--- config.mk ---
export PLATFORM = sky130hd
export DESIGN_NAME = esq_step
export DESIGN_NICKNAME = d
export VERILOG_FILES = /design/src/sv/esq_pkg.sv /design/src/sv/esq_step.sv
export SDC_FILE = /design/constraint.sdc
export NUM_CORES = 2
export LEC_CHECK = 0
export CAP_MARGIN = 25
export CORE_ASPECT_RATIO = 1.75
export CORE_MARGIN = 3
export CORE_UTILIZATION = 54
export CTS_CLUSTER_SIZE = 30
export DETAILED_ROUTE_END_ITERATION = 8
export DONT_BUFFER_PORTS = 1
export PLACE_DENSITY_LB_ADDON = 0.1
export SYNTH_ARGS = -nofsm -noshare
export SYNTH_HDL_FRONTEND = slang
export SYNTH_SLANG_ARGS = --single-unit
--- constraint.sdc ---
create_clock -name clock -period 9.8 [get_ports clock]
set_input_delay 2.94 -clock clock [delete_from_list [all_inputs] [get_ports clock]]
set_output_delay 2.94 -clock clock [all_outputs]
set_load 0.02 [all_outputs]
--- src/sv/esq_pkg.sv ---
`timescale 1ns / 1ps
// ----------------------------------------------------------------------------
// esq_pkg
// Shared types and constants of the error-scaled size quantizer.
// ----------------------------------------------------------------------------
package esq_pkg;

   localparam int SIZE_W   = 24;  // size and quantized result
   localparam int START_W  = 20;  // first boundary register
   localparam int FOLDS_W  = 4;   // spacing multiplier register
   localparam int BND_W    = 26;  // stored boundary
   localparam int CSR_IDX_W = 2;
   localparam int CSR_DAT_W = 20;

   // Register indexes of the write port.
   localparam logic [CSR_IDX_W-1:0] CSR_FOLDS = 2'd0;
   localparam logic [CSR_IDX_W-1:0] CSR_START = 2'd1;

   // Reset values of the registers.
   localparam logic [FOLDS_W-1:0] FOLDS_RESET = 4'd4;
   localparam logic [START_W-1:0] START_RESET = 20'd500;

   // Step arithmetic: Q = 16*p^2 - LIN_COEF*p + Q_BIAS,
   // step = floor(2*folds*floor(sqrt(Q)*2^16) / (100*2^16)).
   localparam int Q_W       = 64;
   localparam int SQ_W      = 2 * BND_W;        // p*p
   localparam int LIN_W     = BND_W + 17;       // p*100000
   localparam int ROOT_W    = 48;               // root bits produced
   localparam int ROOT_STEPS = 48;              // one result bit per step
   localparam int PROD_W    = ROOT_W + FOLDS_W + 1;
   localparam int FRAC_BITS = 16;
   // A step is only computed from a boundary below 2^24, so Q < 2^52, the
   // root stays below 2^42 and the scaled root without its fraction fits in
   // 31 bits.
   localparam int DVN_W     = 31;
   // Divide by 100 as a multiply by ceil(2^38/100) and a shift by 38. The
   // rounding error stays below one for every dividend under 2^31.
   localparam int RCP_W     = 32;
   localparam int RCP_SHIFT = 38;
   localparam int QPROD_W   = 64;
   localparam logic [Q_W-1:0]    Q_BIAS    = 64'd400000000;
   localparam logic [16:0]       LIN_COEF  = 17'd100000;
   localparam logic [RCP_W-1:0]  RCP_100   = 32'd2748779070;

   // Search token handed from cell to cell.
   typedef struct packed {
      logic              live;  // token present
      logic              done;  // bracket found, prev holds the answer
      logic [SIZE_W-1:0] size;
      logic [SIZE_W-1:0] prev;  // last boundary passed
   } tok_type;

   // Newly computed boundary, broadcast to the waiting cell.
   typedef struct packed {
      logic             done;
      logic [BND_W-1:0] value;
   } gen_type;

endpackage

--- src/sv/esq_step.sv ---
`timescale 1ns / 1ps
// ----------------------------------------------------------------------------
// esq_step
// Computes the boundary that follows p: squares, a bit-pair square root and
// a reciprocal multiply for the divide by the constant scale.
// ----------------------------------------------------------------------------
module esq_step (
   input  logic                        clock,
   input  logic                        reset,
   input  logic                        start,
   input  logic [esq_pkg::BND_W-1:0]   p,
   input  logic [esq_pkg::FOLDS_W-1:0] folds,
   output logic                        done,
   output logic [esq_pkg::BND_W-1:0]   next
);

   typedef enum logic [6:0] {
      ST_IDLE  = 7'b0000001,
      ST_MUL   = 7'b0000010,
      ST_SUM   = 7'b0000100,
      ST_ROOT  = 7'b0001000,
      ST_SCALE = 7'b0010000,
      ST_DIV   = 7'b0100000,
      ST_DONE  = 7'b1000000
   } st_type;

   st_type                         state_ff, state_in;
   logic [esq_pkg::BND_W-1:0]      p_ff;
   logic [esq_pkg::SQ_W-1:0]       sq_ff;
   logic [esq_pkg::LIN_W-1:0]      lin_ff;
   logic [esq_pkg::Q_W-1:0]        q_ff;
   logic [esq_pkg::Q_W-1:0]        rem_ff;
   logic [esq_pkg::ROOT_W-1:0]     root_ff;
   logic [esq_pkg::DVN_W-1:0]      dv_ff;
   logic [esq_pkg::BND_W-1:0]      quo_ff;
   logic [5:0]                     cnt_ff;
   logic [esq_pkg::Q_W-1:0]        rem_sh, trial;
   logic [esq_pkg::PROD_W-1:0]     prod;
   logic [esq_pkg::QPROD_W-1:0]    qprod;

   assign rem_sh  = {rem_ff[esq_pkg::Q_W-3:0], q_ff[esq_pkg::Q_W-1 -: 2]};
   assign trial   = {{(esq_pkg::Q_W-esq_pkg::ROOT_W-2){1'b0}}, root_ff, 2'b01};
   assign prod    = esq_pkg::PROD_W'(root_ff) * esq_pkg::PROD_W'({folds, 1'b0});
   assign qprod   = esq_pkg::QPROD_W'(dv_ff) * esq_pkg::QPROD_W'(esq_pkg::RCP_100);

   assign done = (state_ff == ST_DONE);
   assign next = p_ff + quo_ff;

   always_comb begin
      state_in = state_ff;
      unique case (state_ff)
         ST_IDLE:  if (start) state_in = ST_MUL;
         ST_MUL:   state_in = ST_SUM;
         ST_SUM:   state_in = ST_ROOT;
         ST_ROOT:  if (cnt_ff == 6'(esq_pkg::ROOT_STEPS - 1)) state_in = ST_SCALE;
         ST_SCALE: state_in = ST_DIV;
         ST_DIV:   state_in = ST_DONE;
         ST_DONE:  state_in = ST_IDLE;
         default:  state_in = ST_IDLE;
      endcase
   end

   always_ff @(posedge clock) begin
      if (reset) begin
         state_ff <= ST_IDLE;
      end else begin
         state_ff <= state_in;
      end
      case (state_ff)
         ST_IDLE: begin
            p_ff <= p;
         end
         ST_MUL: begin
            sq_ff  <= p_ff * p_ff;
            lin_ff <= esq_pkg::LIN_W'(p_ff) * esq_pkg::LIN_W'(esq_pkg::LIN_COEF);
         end
         ST_SUM: begin
            q_ff    <= esq_pkg::Q_W'({sq_ff, 4'b0000}) + esq_pkg::Q_BIAS
                       - esq_pkg::Q_W'(lin_ff);
            rem_ff  <= '0;
            root_ff <= '0;
            cnt_ff  <= '0;
         end
         ST_ROOT: begin
            q_ff   <= {q_ff[esq_pkg::Q_W-3:0], 2'b00};
            cnt_ff <= cnt_ff + 6'd1;
            if (rem_sh >= trial) begin
               rem_ff  <= rem_sh - trial;
               root_ff <= {root_ff[esq_pkg::ROOT_W-2:0], 1'b1};
            end else begin
               rem_ff  <= rem_sh;
               root_ff <= {root_ff[esq_pkg::ROOT_W-2:0], 1'b0};
            end
         end
         ST_SCALE: begin
            dv_ff <= prod[esq_pkg::FRAC_BITS +: esq_pkg::DVN_W];
         end
         ST_DIV: begin
            quo_ff <= qprod[esq_pkg::RCP_SHIFT +: esq_pkg::BND_W];
         end
         default: begin
         end
      endcase
   end

endmodule
==> results_dict.tcl <==
set metrics [dict create \
    synth_area_per_cell_sq_um 9.66 \
    seq_area_frac_synth 0.161 \
    finalSetupViolCount 0 \
    numCtsBuffers 41 \
    num_vias 46100 \
    post_cts_buffers 0 \
    ant_nets 0 \
    end_kind "flip-flop" \
    grt.total_usage 0.305 \
    drv_cap 0 \
    ios 60 \
    viasPerCell 5.58 \
    crit_buf_inv 4 \
    synth_top_area_frac 0.325 \
    yosys_warnings 0 \
    syn_to_final_growth_pct 5.07 \
    clock_sink_count 352 \
    setup_tns_ns 0 \
    syn_inst 6746 \
    grt_max_degree 75 \
    crit_path_start_kind "flip-flop" \
    port_buffers 0 \
    gp_congestion 0.981 \
    cts_hold_buf 0 \
    layout-drive-gt1-share 0.0256 \
    synth_top_cell_by_area "fa_1" \
    start_util 0.544 \
    max_stage_delay_ns 0.68 \
    drc 0 \
    h-tree-depth 2 \
    synthesis.nets 8781 \
    fmax_mhz 120 \
    path_max_fanout 10 \
    ff2ff_setup_slack_ns 1.44 \
    fin_crit_sh 0.853 \
    skew_ns 0.0349 \
    core_area_sq_um 120000 \
    clk_pin_slew_ns 0.07 \
    firstDrtPassIters 9 \
    num_rows 168 \
    hp-class "flip-flop to flip-flop" \
    ctsResizeCount 0 \
    overflow 0 \
    synthFlopType "edfxtp_1" \
    die_area_sq_um 125000 \
    mappedNetlistArea_sq_um 65200 \
    tritoncts "done" \
    wire_per_inst_microns 22.5 \
    synth_edf_count 345 \
    worst-setup-path-type "flip-flop to flip-flop" \
    die_h_microns 466 \
    grt_pass1_vias 50400 \
    status "finished clean" \
    fillCellCount 10800 \
    layout_min_cycle_time_ns 8.36 \
    antenna_found_initial 12 \
    wirelength_microns 186000 \
    insertion_delay_ns 0.62 \
    hold_violations 0 \
    async_flop_share 0 \
    final-max-slew-violation-count 0 \
    worstPathRequired_ns 10.17 \
    max_slew_margin 0.267 \
    worst_path_max_delay_cell "edfxtp_1" \
    grt_pass1_wl_microns 287000 \
    ys_types 95 \
    critPathTopFamily "adder cells" \
    drtIter0Drc 2284 \
    arrival_ns 8.73 \
    cp_cell_sequence "ha_1, inv_1, fa_1, inv_1, fa_1, fa_1, fa_1, fa_1, fa_1, inv_1, fa_1, inv_1, ha_1, nand3_1, nor3_1, nand4_1, a2111oi_2, o31ai_2, a21boi_1, o21a_1, o41ai_2, o21ba_1, xnor2_1" \
    rsz0062_at_grt "no" \
    crit_top_cell "fa_1" \
    place_hpwl_microns 159000 \
    clock_path_buffers 3 \
    cts_root_buf "clkbuf_16" \
    die_w_microns 269 \
    synth_area_leaders "fa_1 32%, ha_1 18%, edfxtp_1 16%" \
    fin_nets 8726 \
    tightest_slew_ns 1.10 \
    synth_seq_cells 352 \
]
-- per-stage QoR --
| stage | util | hold WS, ns | instance area [sq um] | worst slack, ns | instances |
|---|---|---|---|---|---|
| 2_1_floorplan | - | 0.459 | 65200 | 2.57 | 6746 |
| 3_3_place_gp | 0.559 | 0.499 | 66900 | 1.26 | 8172 |
| 3_5_place_dp | 0.559 | 0.502 | 67000 | 1.24 | 8175 |
| 4_1_cts | 0.571 | 0.512 | 68400 | 1.15 | 8249 |
| 5_1_grt | 0.572 | 0.522 | 68500 | 1.17 | 8257 |
| 6_report | 0.572 | 0.508 | 68500 | 1.44 | 8259 |
-- kinds of logic (layout without fill, tap and decap cells) --
logic type               after synthesis  in the layout  share of synthesized area
multiplexers                          38             38                    0.00589
other                                  0              7                          0
adder cells (fa/ha/maj)             2002           2002                      0.506
XOR/XNOR                             261            261                     0.0351
flip-flops                           352            352                      0.161
buffers and inverters               1860           1836                      0.108
AND/OR/NAND/NOR                     1326           1326                     0.0953
AO/OA/AOI/OAI                        907            907                     0.0891
-- registers in the layout (all words and copies together), names as in the netlist --
signal and cells:
lin_ff 37, rem_ff 62, quo_ff 25, sq_ff 51
cnt_ff 6, dv_ff 31, q_ff 59, p_ff 26
root_ff 48, state_ff 7
-- cells in the mapped netlist, types with 35 or more instances --
master and n:
a21oi_1 315, ha_1 945, o21ai_0 144, nand2_1 453
a21o_1 122, o21a_1 41, clkbuf_1 133, nor3_1 55
xnor2_1 162, nor2_1 355, nor2b_1 35, nand4_1 56
fa_1 1057, inv_1 1698, o21bai_1 42, xor2_1 99
edfxtp_1 345, nand3_1 80, mux2i_1 35, and2_1 143
a211oi_1 37
-- layout make-up --
class / count / area, sq um / area share
antenna: 7 / 17.5 / 0.000256
clock buffer: 48 / 1070 / 0.0157
clock inverter: 26 / 355 / 0.00519
inverter: 1703 / 6390 / 0.0934
multi-input combinational: 4534 / 47700 / 0.696
sequential: 352 / 10500 / 0.153
tap: 1530 / 1910 / 0.0280
timing repair buffer: 59 / 536 / 0.00782
-- worst paths after layout --
check | cells after the start | startpoint | end
min | 2 | state_ff[5] | state_ff[6]
min reg2reg | 2 | state_ff[5] | state_ff[6]
max | 23 | dv_ff[12] | quo_ff[9]
max reg2reg | 23 | dv_ff[12] | quo_ff[9]
-- layer usage --
metal	track usage	vias to the layer above	wire length, microns
met2	0.575	1088	100000
li1	-	21300	-
met1	0.305	23100	62000
met4	0.225	4	17300
met5	0	-	26
met3	0.0338	559	6520
-- placed cells by master (no fill, tap or decap), types with 16 or more instances in the layout --
master / count
a21oi_1: 314
a211oi_1: 37
clkbuf_16: 42
o21a_1: 41
o211ai_1: 20
nor2b_1: 35
buf_4: 54
inv_1: 1696
ha_1: 945
o21ai_0: 144
o21bai_1: 42
o31ai_1: 16
nand3_1: 80
nor3_1: 55
edfxtp_1: 345
and3_1: 23
xor2_1: 99
a21o_1: 122
a31oi_1: 30
and2_1: 143
nand4_1: 56
o21ai_1: 22
nand2b_1: 33
mux2i_1: 35
fa_1: 1057
or3_1: 20
xnor2_1: 162
nand2_1: 453
nor2_1: 354
-- tightest hold or removal path: cells and delay by family, from the launching register on --
kind / cells / cell delay [ns]
AND/OR/NAND/NOR: 2 / 0.14
flip-flops: 1 / 0.33
Power is not shown: default switching activity piles up to over one toggle a cycle in this logic, so the estimate is an artifact.
