File: src/sv/esq_pkg.sv
`timescale 1ns / 1ps
// ----------------------------------------------------------------------------
// esq_pkg
// Shared types and constants of the error-scaled size quantizer.
// ----------------------------------------------------------------------------
package esq_pkg;

   localparam int SIZE_W   = 24;  // size and quantized result
   localparam int START_W  = 20;  // first boundary register
   localparam int FOLDS_W  = 4;   // spacing multiplier register
   localparam int BND_W    = 26;  // stored boundary
   localparam int CSR_IDX_W = 2;
   localparam int CSR_DAT_W = 20;

   // Register indexes of the write port.
   localparam logic [CSR_IDX_W-1:0] CSR_FOLDS = 2'd0;
   localparam logic [CSR_IDX_W-1:0] CSR_START = 2'd1;

   // Reset values of the registers.
   localparam logic [FOLDS_W-1:0] FOLDS_RESET = 4'd4;
   localparam logic [START_W-1:0] START_RESET = 20'd500;

   // Step arithmetic: Q = 16*p^2 - LIN_COEF*p + Q_BIAS,
   // step = floor(2*folds*floor(sqrt(Q)*2^16) / (100*2^16)).
   localparam int Q_W       = 64;
   localparam int SQ_W      = 2 * BND_W;        // p*p
   localparam int LIN_W     = BND_W + 17;       // p*100000
   localparam int ROOT_W    = 48;               // root bits produced
   localparam int ROOT_STEPS = 48;              // one result bit per step
   localparam int PROD_W    = ROOT_W + FOLDS_W + 1;
   localparam int FRAC_BITS = 16;
   // A step is only computed from a boundary below 2^24, so Q < 2^52, the
   // root stays below 2^42 and the scaled root without its fraction fits in
   // 31 bits.
   localparam int DVN_W     = 31;
   // Divide by 100 as a multiply by ceil(2^38/100) and a shift by 38. The
   // rounding error stays below one for every dividend under 2^31.
   localparam int RCP_W     = 32;
   localparam int RCP_SHIFT = 38;
   localparam int QPROD_W   = 64;
   localparam logic [Q_W-1:0]    Q_BIAS    = 64'd400000000;
   localparam logic [16:0]       LIN_COEF  = 17'd100000;
   localparam logic [RCP_W-1:0]  RCP_100   = 32'd2748779070;

   // Search token handed from cell to cell.
   typedef struct packed {
      logic              live;  // token present
      logic              done;  // bracket found, prev holds the answer
      logic [SIZE_W-1:0] size;
      logic [SIZE_W-1:0] prev;  // last boundary passed
   } tok_type;

   // Newly computed boundary, broadcast to the waiting cell.
   typedef struct packed {
      logic             done;
      logic [BND_W-1:0] value;
   } gen_type;

endpackage

File: src/sv/esq_cell.sv
`timescale 1ns / 1ps
// ----------------------------------------------------------------------------
// esq_cell
// One boundary slot of the ladder and one stage of the search chain.
// ----------------------------------------------------------------------------
module esq_cell (
   input  logic             clock,
   input  logic             reset,
   input  logic             clear,
   input  esq_pkg::tok_type tok_in,
   input  esq_pkg::gen_type gen,
   output esq_pkg::tok_type tok_out,
   output logic             waiting
);

   logic [esq_pkg::BND_W-1:0] bnd_ff;
   logic                      vld_ff;
   esq_pkg::tok_type          tok_ff;
   esq_pkg::tok_type          tok_in_d;
   logic                      below;

   assign waiting = tok_ff.live && !tok_ff.done && !vld_ff;
   assign below   = {2'b00, tok_ff.size} < bnd_ff;

   // A live token moves on once the slot holds a boundary or the answer is known.
   always_comb begin
      tok_out      = tok_ff;
      tok_out.live = tok_ff.live && (tok_ff.done || vld_ff);
      if (!tok_ff.done) begin
         if (below) begin
            tok_out.done = 1'b1;
         end else begin
            tok_out.prev = bnd_ff[esq_pkg::SIZE_W-1:0];
         end
      end
   end

   always_comb begin
      if (tok_in.live) begin
         tok_in_d = tok_in;
      end else if (waiting) begin
         tok_in_d = tok_ff;
      end else begin
         tok_in_d      = tok_ff;
         tok_in_d.live = 1'b0;
      end
   end

   always_ff @(posedge clock) begin
      if (reset || clear) begin
         vld_ff      <= 1'b0;
         tok_ff.live <= 1'b0;
      end else begin
         tok_ff <= tok_in_d;
         if (waiting && gen.done) begin
            vld_ff <= 1'b1;
         end
      end
      if (waiting && gen.done) begin
         bnd_ff <= gen.value;
      end
   end

endmodule

File: config.mk
export PLATFORM = sky130hd
export DESIGN_NAME = esq_cell
export DESIGN_NICKNAME = d
export VERILOG_FILES = /design/src/sv/esq_pkg.sv /design/src/sv/esq_cell.sv
export SDC_FILE = /design/constraint.sdc
export NUM_CORES = 1
export LEC_CHECK = 0
export BUFFER_PORTS_ARGS = -buffer_cell sky130_fd_sc_hd__buf_2
export CAP_MARGIN = 20
export CORE_MARGIN = 5
export CORE_UTILIZATION = 50
export DETAILED_ROUTE_END_ITERATION = 8
export PLACE_DENSITY = 0.76
export SLEW_MARGIN = 20
export SYNTH_ARGS = -nofsm -noshare
export SYNTH_HDL_FRONTEND = slang
export SYNTH_SLANG_ARGS = --single-unit
File: constraint.sdc
create_clock -name clock -period 6.48 [get_ports clock]
set_input_delay 1.296 -clock clock [delete_from_list [all_inputs] [get_ports clock]]
set_output_delay 1.296 -clock clock [all_outputs]
set_load 0.01 [all_outputs]
==> results.md, run 1 <==
Timing:
- The clock skew after layout is 0.00871 ns.
- The final-report max-slew violation count was 0.
- Setup repair after global routing left no endpoint under its margin.
- Setup violations remaining at the end of the flow were counted as 0.
- The period utilization is 66.9%.
- Across all hold checks on the routed design, the worst slack comes to 0.521 ns.
- The total negative slack is 0 ns.
- The timing-limited maximum frequency is 0.231 GHz.
- The worst path needs 4.34 ns of the cycle, external delays included.
- The transition time at the pin with the least slew margin is 0.752 ns.
- The final-report hold violation count is 0.
- The relative slew slack is 49.8%.

Floorplanning:
- After floorplanning, the core was sized to cover 7330 um^2.
- The initial utilization of the core area, before any placement, comes to 52.1%.
- The full die area is 9490 um^2.
- The die boundary width is 97.4 um.
- The overall die height is 97.4 um.
- 131 I/O pins were placed.
- The number of cell rows is 31.

Min path:
- The worst min-delay path startpoint is vld_ff.
- The worst hold-check path type is reg -> reg.

Layout:
- The net count of the finished layout is 489.
- The most frequent standard cell in the layout excluding fill and tap cells is buf_2.
- The post-route netlist has 43.7% of its cells at a drive strength greater than 1.
- The layout overhead on the synthesized area is 19.8%.
- Summing all flip-flop and latch instances after layout gives 2290 um^2.
- The layout has 601 filler cells.
- The top cell types in the final layout, fill and taps aside, are buf_2 (130), edfxtp_1 (75), and2_1 (51).
- The repair_antennas step left the layout with diodes totalling 0.
- In the final layout, the multi-input gates occupy 1220 um^2.

Job:
- The number of max-cap violations is 0.

Detailed routing:
- In this run, the number of DRC markers left after iteration 0 of detailed routing was 94.
- After detailed routing, the met3 layer carries 498 um of wire.
- The number of iterations in the first detailed-routing pass is 4.
- The top routing layer in use is met4.
- The final layout contains routed wiring with a total length of 7830 um.
- The met1 wire length is 3080 um.
- The detailed-route via count is 2341.
- The met2 wire length is 4120 um.
- In the final routed layout, each cell accounts on average for 16.0 um.
- The DRC violation count after routing is 0.
- Dividing the detail-routed via count by the number of cells gives 4.80.
- The final antenna-violating net count is 0.

Clock network:
- The H-tree was split into 3 levels.
- The clock net in this run drives a total of 77 sinks.
- The latest clock arrival within the worst-skew pair is 0.34 ns.
- After clock tree synthesis, the clock-pin slew on the worst setup and hold paths is 0.07 ns.
- TritonCTS built the clock tree.
- The clock tree buffer depth is 2.
- The post-CTS setup buffer count is 0.
- The CTS buffer count is 9.
- The cell at the root of the clock tree is clkbuf_8.
- The post-cts gate resize count is 0.
- For this design, the CTS-stage hold fixing added 0 buffers.

Logic synthesis:
- The post-synthesis net count is 376.
- Yosys attributes the largest share of cell area to edfxtp_1 (59%), and2_1 (8.3%), ha_1 (7.5%).
- The number of unique standard cell types used by synthesis is 33.
- The synthesis warning total is 0.
- The per-instance average area after synthesis is 14.0 um^2.
- After synthesis, the share of flip-flops with an asynchronous set or reset is 0%.
- The primary flip-flop cell chosen by synthesis mapping is edfxtp_1.
- The share of the Yosys chip area taken by registers is 60.0%.
- In the synthesized netlist, the number of instances is 273.
- The largest total area in the synthesized netlist belongs to edfxtp_1.
- The number of flip-flops and latches in the synthesized netlist is 77.
- After synthesis the cells add up to 3820 um^2.
- The share of the synthesized area in the top cell type is 58.9%.
- The number of synthesized flops with an enable pin is 75.

Power and ir drop:
- The post-route total power is 1.00 mW.
- Across the VDD grid, the largest voltage drop is 0.000169 V.
- The leakage dissipation is 1.95 nW.
- For this design the ratio of total power to cell area is 219 nW/um^2.

Worst setup path:
- Data on the critical path is required at its endpoint by 5.18 ns.
- The kind of launch point of the worst setup path is a flop.
- STA classifies the critical path endpoint as a primary output.
- Along the worst path, the maximum fanout reaches 24.
- The arrival time of the worst setup path is 3.04 ns.
- The startpoint of the most critical register-to-register path is tok_ff[48].
- The kind of critical path is reg -> out.
- Tracing the worst setup path back leads to its startpoint at tok_out[27].

Global routing:
- The total overflow reported by the global router is 0.
- The number of antenna violations at the first check in global routing came to 0.
- The number of global-route vias before repair is 2481.
- The first global-routing pass estimated 12200 um of wire.
- The total global-route track usage is 16.7%.
- Entering global routing, the biggest net connects 52 pins.

Placed design:
- In this run the tool buffered the top-level ports with 130 buffer cells.
- The detailed placement HPWL is 5720 um.
- The routability congestion estimate is 0.757.

Outcome:
- The run finished with clean final reports.
## area by class of cell
type,count,share of cell area (%)
Clock inverter,5,1.17
Sequential cell,77,50.1
Tap cell,99,2.70
Clock buffer,9,2.70
Inverter,24,1.97
Timing Repair Buffer,133,14.7
Multi-Input combinational cell,141,26.7
## cell usage after synthesis, types with 2 or more instances
cell      count
edfxtp_1     75
and2_1       51
buf_4        24
ha_1         23
inv_1        23
mux2_4       19
a21oi_1       8
clkbuf_1      5
nand2_1       5
a21o_1        3
mux2_1        3
nand4_1       3
nor3_1        3
nor3b_1       3
o21ai_0       3
buf_6         2
dfxtp_1       2
mux2_2        2
nor2_1        2
## kinds of logic after synthesis
group	after synthesis	synth area share (%)
fa+ha+maj	23	7.53
compound gates	22	3.96
mux	24	8.94
flops	77	60.0
buf+inv	55	8.15
simple gates	72	11.4
## stage by stage
stage                     utilization [%]  std cells  setup slack [ns]  instance area [um^2]
after floorplan                         -        273              1.03                  3820
after global placement               60.0        474              2.55                  4400
after detailed placement             60.0        474              2.50                  4400
after CTS                            62.5        488              2.10                  4580
after global routing                 62.5        488              1.98                  4580
final                                62.5        488              2.14                  4580
## metal layers
| metal | up-vias | track usage, % |
|---|---|---|
| met5 | - | 0 |
| met4 | 0 | 7.35 |
| met3 | 10 | 3.95 |
| met2 | 84 | 29.8 |
| met1 | 1082 | 18.7 |
| li1 | 1165 | - |
## sequential cells by signal, indices dropped and copies added (netlist names)
| name | cells |
|---|---|
| tok_ff | 26 |
| vld_ff | 1 |
| bnd_ff | 26 |
| tok_out | 24 |
## path summary, 6_finish.rpt
path              cells past startpoint          to  slack [ns]
setup / recovery                      9  tok_out[1]        2.14
hold / removal                        2      vld_ff        0.52
setup reg to reg                      3  bnd_ff[24]        4.78
hold reg to reg                       2      vld_ff        0.52
## worst max-delay path, cell delays in order, from the launching register on
cell	delay (ns)
edfxtp_1	0.40
ha_1	0.33
a21o_1	0.17
a21oi_1	0.14
nor3b_1	0.08
o31ai_1	0.36
a21oi_4	0.11
inv_2	0.56
mux2_2	0.41
buf_2	0.14
## report_power, final
group / internal (mW) / switching [mW] / total, mW
Combinational: 0.0508 / 0.0440 / 0.0948
Clock: 0.172 / 0.164 / 0.335
Sequential: 0.565 / 0.00664 / 0.571
Note: power is estimated with default switching activity, not from simulation.
==> run 2, diff against run 1 <==
ABC_AREA = 1   (was unset)
CORE_UTILIZATION = 46   (was 50)
PLACE_DENSITY = 0.73   (was 0.76)
clock period = 3.6 ns   (was 6.48 ns; I/O delays follow)
==> run 2 against run 1 <==
Final area up 3.2%. Largest cell class unchanged. Critical path depth up 2. Worst setup slack worse by 1.8 ns. Via count up 23%. Non-clock buffer count unchanged. Combinational power up 93%. Die area up 11%. Highest routed layer is now met5. Worst hold slack worse by 0.032 ns. First-iteration DRC count down 6.4%. Core utilization down 5.5 points. Wire length up 13%.
==> results.md, run 2 <==
Logic synthesis:
- The number of flip-flops and latches in the synthesized netlist came to 77 (unchanged).
- The synthesized netlist cell count is 417 (+53%).
- After synthesis, the most frequently instantiated cells are nand2_1 (136), inv_1 (90), edfxtp_1 (75).
- The leading area contributor after synthesis is edfxtp_1.
- The primary flip-flop cell chosen by synthesis mapping is edfxtp_1.
- The per-instance average area after synthesis is 9.49 um^2 (-32%).
- The post-synthesis net count is 520 (+38%).
- The share of the synthesized area in the top cell type was 56.9% (-2.0 points).
- The number of unique standard cell types used by synthesis was 21 (-36%).
- The netlist area before placement came to 3960 um^2 (+3.6%).
- The proportion of synthesized flip-flops having asynchronous set or reset was 0% (unchanged).
- The sequential share of the synthesized area is 57.9% (-2.1 points).
- nand2_1 is the most common cell in the netlist.
- The number of synthesized flops with an enable pin was 75 (unchanged).
- The synthesis warning total is 0 (unchanged).
- In the post-synthesis netlist, the biggest area contributors are edfxtp_1 (57%), nand2_1 (13%), inv_1 (8.5%).

Detailed routing:
- The detailed-route via count is 2887 (+23%).
- The mean routed wirelength per cell is 13.9 um (-13%).
- The final antenna-violating net count is 0 (unchanged).
- The number of iterations in the first detailed-routing pass is 4 (unchanged).
- The vias per cell is 4.55 (-5.1%).
- The total routed wirelength is 8830 um (+13%).
- The DRC violation count after routing was 0 (unchanged).
- The initial detailed-routing violation count is 88 (-6.4%).

Min path:
- The worst hold path belongs to the class reg -> reg.
- The number of stages on the worst hold path was 2 (unchanged).

Worst setup path:
- The required time reported for the critical path endpoint was 2.88 ns (-2.30 ns).
- The setup path with the least slack is of type reg -> out.
- The arrival time of the worst setup path was 2.52 ns (-0.52 ns).
- The critical path endpoint category is a primary output.
- The biggest fanout along the worst timing path is 25 (+4.2%).
- The depth of the worst register-to-register path is 3 (unchanged).
- The worst setup path is launched from a flop.

Job:
- The number of max-cap violations is 0 (unchanged).

Timing:
- The final worst-path setup slack is 0.365 ns (-1.78 ns).
- The final-report max-slew violation count was 0 (unchanged).
- The period utilization is 89.9%.
- The number of endpoints failing setup at the final stage is 0 (unchanged).
- Setup repair after global routing left no endpoint under its margin.
- The relative slew slack is 48.2% (-1.6 points).
- The clock skew after layout came to 0.00889 ns (+0.000182 ns).
- The transition time at the pin with the least slew margin came to 0.776 ns (+0.0238 ns).
- The total negative slack is 0 ns (unchanged).
- The final critical-path required period is 3.24 ns.
- The timing-limited maximum frequency is 0.309 GHz.
- The final-report hold violation count is 0 (unchanged).

Floorplanning:
- The number of cell rows is 33 (+6.5%).
- The overall die height was 103 um (+5.5%).
- The die boundary width is 103 um (+5.5%).
- The area of the core region is 8300 um^2 (+13%).
- The initial cell density of the core is 47.7% (-4.4 points).
- The top-level I/O count is 131 (unchanged).
- The full die area came to 10600 um^2 (+11%).

Global routing:
- The global-route wire length before repair came to 13900 um (+13%).
- The largest net degree at the start of global routing is 51 (-1.9%).
- The number of global-route vias before repair is 2973 (+20%).
- The total overflow reported by the global router is 0 (unchanged).
- The total global-route track usage is 17.3% (+0.64 points).
- The number of antenna violations at the first check in global routing was 1 (+1).

Clock network:
- The clock-pin slew on the worst setup and hold paths is 0.08 ns (about the same).
- The sink count of the clock tree was 77 (unchanged).
- The CTS buffer count was 9 (unchanged).
- The cell at the root of the clock tree is clkbuf_8.
- The number of levels in the clock H-tree was 3 (unchanged).
- The post-cts gate resize count came to 0 (unchanged).
- TritonCTS built the clock tree.
- The clock tree buffer depth is 2 (unchanged).
- The latest clock arrival within the worst-skew pair is 0.33 ns (about the same).
- The number of buffers added to fix hold violations after cts is 0 (unchanged).
- The post-CTS setup buffer count was 0 (unchanged).

Outcome:
- The flow ran to the end, and the final reports show no timing, DRC or antenna violations.

Layout:
- The number of nets in the finished design came to 628 (+28%).
- The most frequent standard cell in the layout excluding fill and tap cells is nand2_1.
- The library cells used most frequently in the layout, excluding fill and tap cells, are nand2_1 (136), buf_2 (130), inv_1 (89).
- The share of layout cells above drive strength 1 is 29.1% (-15 points).
- The number of diodes is 0 (unchanged).
- The fill cell instance count of the final layout is 769 (+28%).
- From synthesis to final layout, the design area changed by 19.4%.

Power and ir drop:
- The highest ir drop seen on vdd is 0.000191 V (+13%).
- The power per standard cell area was 402 nW/um^2 (+84%).
- The leakage dissipation is 2.50 nW (+28%).

Placed design:
- The routability congestion estimate was 0.766 (+1.2%).
- The number of I/O port buffers is 130 (unchanged).
- The worst setup slack before clock tree synthesis is 0.709 ns (-1.79 ns).
- The detailed placement HPWL was 6520 um (+14%).
## run 2: path summary, 6_finish.rpt
check | start | end | slack [ns]
max | tok_out[29] | tok_out[10] | 0.36
min | vld_ff | vld_ff | 0.49
max reg2reg | tok_ff[48] | bnd_ff[4] | 1.89
min reg2reg | vld_ff | vld_ff | 0.49
## run 2: cells by family (layout without fill, tap and decap cells)
| logic type | after synthesis | count (layout) | synth area share [%] |
|---|---|---|---|
| AOI/OAI and AO/OA | 9 | 9 | 1.20 |
| adders and majority gates | 23 | 23 | 7.27 |
| buffers and inverters | 128 | 240 | 15.0 |
| DFF | 77 | 77 | 57.9 |
| and+or+nand+nor | 180 | 180 | 18.6 |
## run 2: critical path: stages, from the launching register on
cell,delay (ns)
edfxtp_1,0.40
ha_1,0.32
nand2_1,0.07
nor2_1,0.16
nand3_1,0.12
nand3_1,0.12
nand2_1,0.10
nand2_4,0.26
nand2_4,0.27
nand2_1,0.14
nand2_1,0.07
buf_2,0.14
## run 2: per-stage QoR
step	cells	instance area (um^2)	util, %	power [mW]	hold slack [ns]
floorplan	417	3960	-	1.16	0.448
global placement	619	4520	54.5	1.23	0.460
detailed placement	619	4520	54.5	1.23	0.484
CTS	634	4730	56.9	1.91	0.494
global route	634	4730	56.9	1.97	0.507
finish	634	4730	56.9	1.90	0.489
## run 2: routing by layer
metal	track usage, %	wire (um)	vias up
li1	-	-	1481
met1	21.4	3620	1299
met2	29.7	4500	91
met3	3.99	542	14
met4	6.27	152	2
met5	0	18	-
## run 2: report_power, final
group          switching [mW]  internal, mW  total, mW
sequential             0.0120          1.02       1.03
combinational           0.104        0.0788      0.183
clock                   0.304         0.384      0.688
total                   0.420          1.48       1.90
## run 2: area by class of cell
class | count | area [um^2] | share of cell area (%)
clock inverter | 5 | 76.3 | 1.62
tap | 105 | 131 | 2.78
clock buffer | 10 | 128 | 2.70
multi-input combinational | 212 | 1080 | 22.8
inverter | 92 | 345 | 7.31
sequential | 77 | 2290 | 48.5
timing repair buffer | 133 | 673 | 14.2
==> run 3, diff against run 2 <==
CORE_UTILIZATION = 51   (was 46)
PLACE_DENSITY = 0.77   (was 0.73)
clock period = 3.7 ns   (was 3.6 ns; I/O delays follow)
==> run 3 against run 2 <==
Non-clock buffer count down 1. Count of clock-buffer cells in the layout increased by 1. Flip-flop and latch count stayed put. Combinational power is 3% lower. Die area down 8.9%. First-iteration DRC count is 66% higher. Critical path depth is 2 higher.
==> results.md, run 3 (synthesis gave the netlist of run 2 again) <==
Worst setup path:
- The worst setup path is captured at a primary output.
- The depth of the worst register-to-register path is 3 (unchanged).
- The kind of launch point of the worst setup path is a flop.
- Counting stages on the worst path, the most repeated cell is nand2_1.
- Walking the worst path, the cells encountered are ha_1, nand2_1, inv_1, nand2_1, nor2_2, inv_1, nor2_1, nand2_1, nand2_4, nand2_4, nand2_1, nand2_1, buf_2.
- The required time reported for the critical path endpoint was 2.96 ns (+0.08 ns).
- The kind of critical path is reg -> out.
- Among all stages on the critical path, the largest delay is contributed by edfxtp_1.
- The biggest fanout along the worst timing path is 25 (unchanged).
- The largest stage delay on the critical path is 0.41 ns (about the same).
- The arrival time of the worst setup path is 2.51 ns (about the same).

Min path:
- The min-delay analysis places its worst path in the category reg -> reg.
- The number of stages on the worst hold path is 2 (unchanged).

Global routing:
- The total global-route track usage was 18.2% (+0.89 points).
- The total overflow reported by the global router is 0 (unchanged).
- The global-route wire length before repair is 13700 um (-1.2%).
- The number of antenna violations at the first check in global routing is 0 (-1).
- The largest net degree at the start of global routing came to 51 (unchanged).
- The number of global-route vias before repair is 2957 (-0.54%).

Power and ir drop:
- The leakage dissipation is 2.48 nW (-0.58%).
- The net switching power of the design is 403 uW (-4.1%).
- The switching fraction of total power is 22.7% (+0.55 points).
- The post-route total power is 1.78 mW (-6.4%).
- The share of total power in combinational logic was 10.0% (+0.4 points).
- The sequential group share of total power came to 56.3% (+2.2 points).
- The power per standard cell area is 378 nW/um^2 (-6.0%).
- The internal power consumption is 1.37 mW (-7.1%).
- The power share of the clock group is 33.7% (-2.5 points).
- The highest ir drop seen on vdd came to 0.000247 V (+29%).

Timing:
- The clock skew after layout is 0.00667 ns (-0.00222 ns).
- Setup repair after global routing left no endpoint under its margin.
- The number of endpoints failing setup at the final stage is 0 (unchanged).
- The final-report max-slew violation count is 0 (unchanged).
- The relative slew slack is 33.9% (-14 points).
- The total negative slack is 0 ns (unchanged).
- The final critical-path required period is 3.25 ns.
- The timing-limited maximum frequency is 0.307 GHz.
- The final worst-path setup slack is 0.445 ns (+0.0804 ns).
- The transition time at the pin with the least slew margin is 0.986 ns (+0.210 ns).
- The final-report hold violation count is 0 (unchanged).
- Of the available clock period, the critical path in the final layout requires 88.0%.

Detailed routing:
- The detailed-route via count is 2867 (-0.69%).
- The initial detailed-routing violation count is 146 (+66%).
- The final antenna-violating net count is 0 (unchanged).
- The met1 wire length is 3390 um (-6.4%).
- The total routed wirelength is 8490 um (-3.9%).
- The vias per cell is 4.54 (-0.22%).
- The met2 wire length came to 4390 um (-2.5%).
- The met3 wire length is 601 um (+11%).
- The number of iterations in the first detailed-routing pass is 4 (unchanged).
- The DRC violation count after routing is 0 (unchanged).
- The top routing layer in use is met4.
- The mean routed wirelength per cell was 13.5 um (-3.4%).

Floorplanning:
- The initial cell density of the core is 51.8% (+4.1 points).
- The number of cell rows is 32 (-3.0%).
- The overall die height is 98.1 um (-4.5%).
- The die boundary width was 98.1 um (-4.5%).
- The full die area was 9620 um^2 (-8.9%).
- The area of the core region is 7650 um^2 (-7.9%).
- The top-level I/O count is 131 (unchanged).

Clock network:
- The number of levels in the clock H-tree is 3 (unchanged).
- The sink count of the clock tree was 77 (unchanged).
- The clock-pin slew on the worst setup and hold paths was 0.07 ns (about the same).
- The CTS tree is yes.
- The post-CTS setup buffer count was 0 (unchanged).
- The latest clock arrival within the worst-skew pair came to 0.34 ns (about the same).
- The CTS buffer count was 9 (unchanged).
- The number of buffers added to fix hold violations after cts is 0 (unchanged).
- The clock tree buffer depth was 2 (unchanged).
- The tree is rooted in a clkbuf_8.
- The post-cts gate resize count is 0 (unchanged).

Layout:
- The post-layout instance area was 4710 um^2 (-0.42%).
- The share of layout cells above drive strength 1 was 28.5% (-0.57 points).
- The layout overhead on the synthesized area is 18.9%.
- The number of diodes came to 0 (unchanged).
- The library cell used most frequently in the layout, excluding fill and tap cells, is nand2_1.
- The number of nets in the finished design came to 627 (-0.16%).
- The library cells used most frequently in the layout, excluding fill and tap cells, are nand2_1 (136), buf_2 (130), inv_1 (89).
- The non-filler instance count after layout is 631 (-0.47%).

Outcome:
- The flow ran to the end, and the final reports show no timing, DRC or antenna violations.

Placed design:
- The routability congestion estimate is 0.763 (-0.39%).
- The detailed placement HPWL is 6290 um (-3.6%).
- The worst setup slack before clock tree synthesis is 0.797 ns (+0.0881 ns).
- The placed cell count is 615 (-0.65%).
- The placed standard-cell area was 4520 um^2 (about the same).
- The number of I/O port buffers is 130 (unchanged).

Job:
- The number of max-cap violations was 0 (unchanged).
run 3: cell count changes in the layout (fill, tap and decap cells not counted):
cell        before  now
clkinv_4         0    1
buf_4            3    1
clkinvlp_4       1    0
buf_12           0    1
clkinv_1         2    4
clkbuf_1         1    2
inv_2            2    1
bufinv_16        2    1
run 3: area by class of cell:
class | count | area (um^2)
sequential | 77 | 2290
clock buffer | 11 | 131
fill | 646 | 2940
multi-input combinational | 212 | 1080
timing repair buffer | 132 | 678
inverter | 92 | 345
tap | 102 | 128
clock inverter | 5 | 51.3
run 3: stage by stage:
stage	hold slack [ns]	utilization [%]
after floorplan	0.448	-
after global placement	0.461	59.1
after detailed placement	0.468	59.1
after CTS	0.479	61.5
after global routing	0.499	61.5
final	0.476	61.5
run 3: final timing paths:
kind / from / to / slack [ns]
worst min-delay path: vld_ff / vld_ff / 0.48
worst max-delay path: tok_out[45] / tok_out[0] / 0.45
worst min register to register: vld_ff / vld_ff / 0.48
worst max register to register: tok_ff[48] / bnd_ff[10] / 1.84
run 3: critical path, delay by kind of cell, from the launching register on:
family | cells | cell delay [ns]
flip-flops | 1 | 0.41
AND/OR/NAND/NOR | 9 | 1.18
buffers and inverters | 3 | 0.26
adder cells (fa/ha/maj) | 1 | 0.33
run 3: metal layers:
metal / vias to the layer above / global-route usage [%]
met3: 8 / 3.57
li1: 1482 / -
met5: - / 0
met2: 91 / 32.7
met1: 1286 / 21.7
met4: 0 / 6.39
run 3: power groups by stage:
stage          Combinational (mW)  Clock [mW]  Sequential [mW]
3_5_place_dp                0.180           0             1.02
3_3_place_gp                0.174           0             1.02
5_1_grt                     0.203       0.643             1.00
4_1_cts                     0.181       0.610             1.00
6_report                    0.178       0.598             1.00
2_1_floorplan               0.107           0             1.02
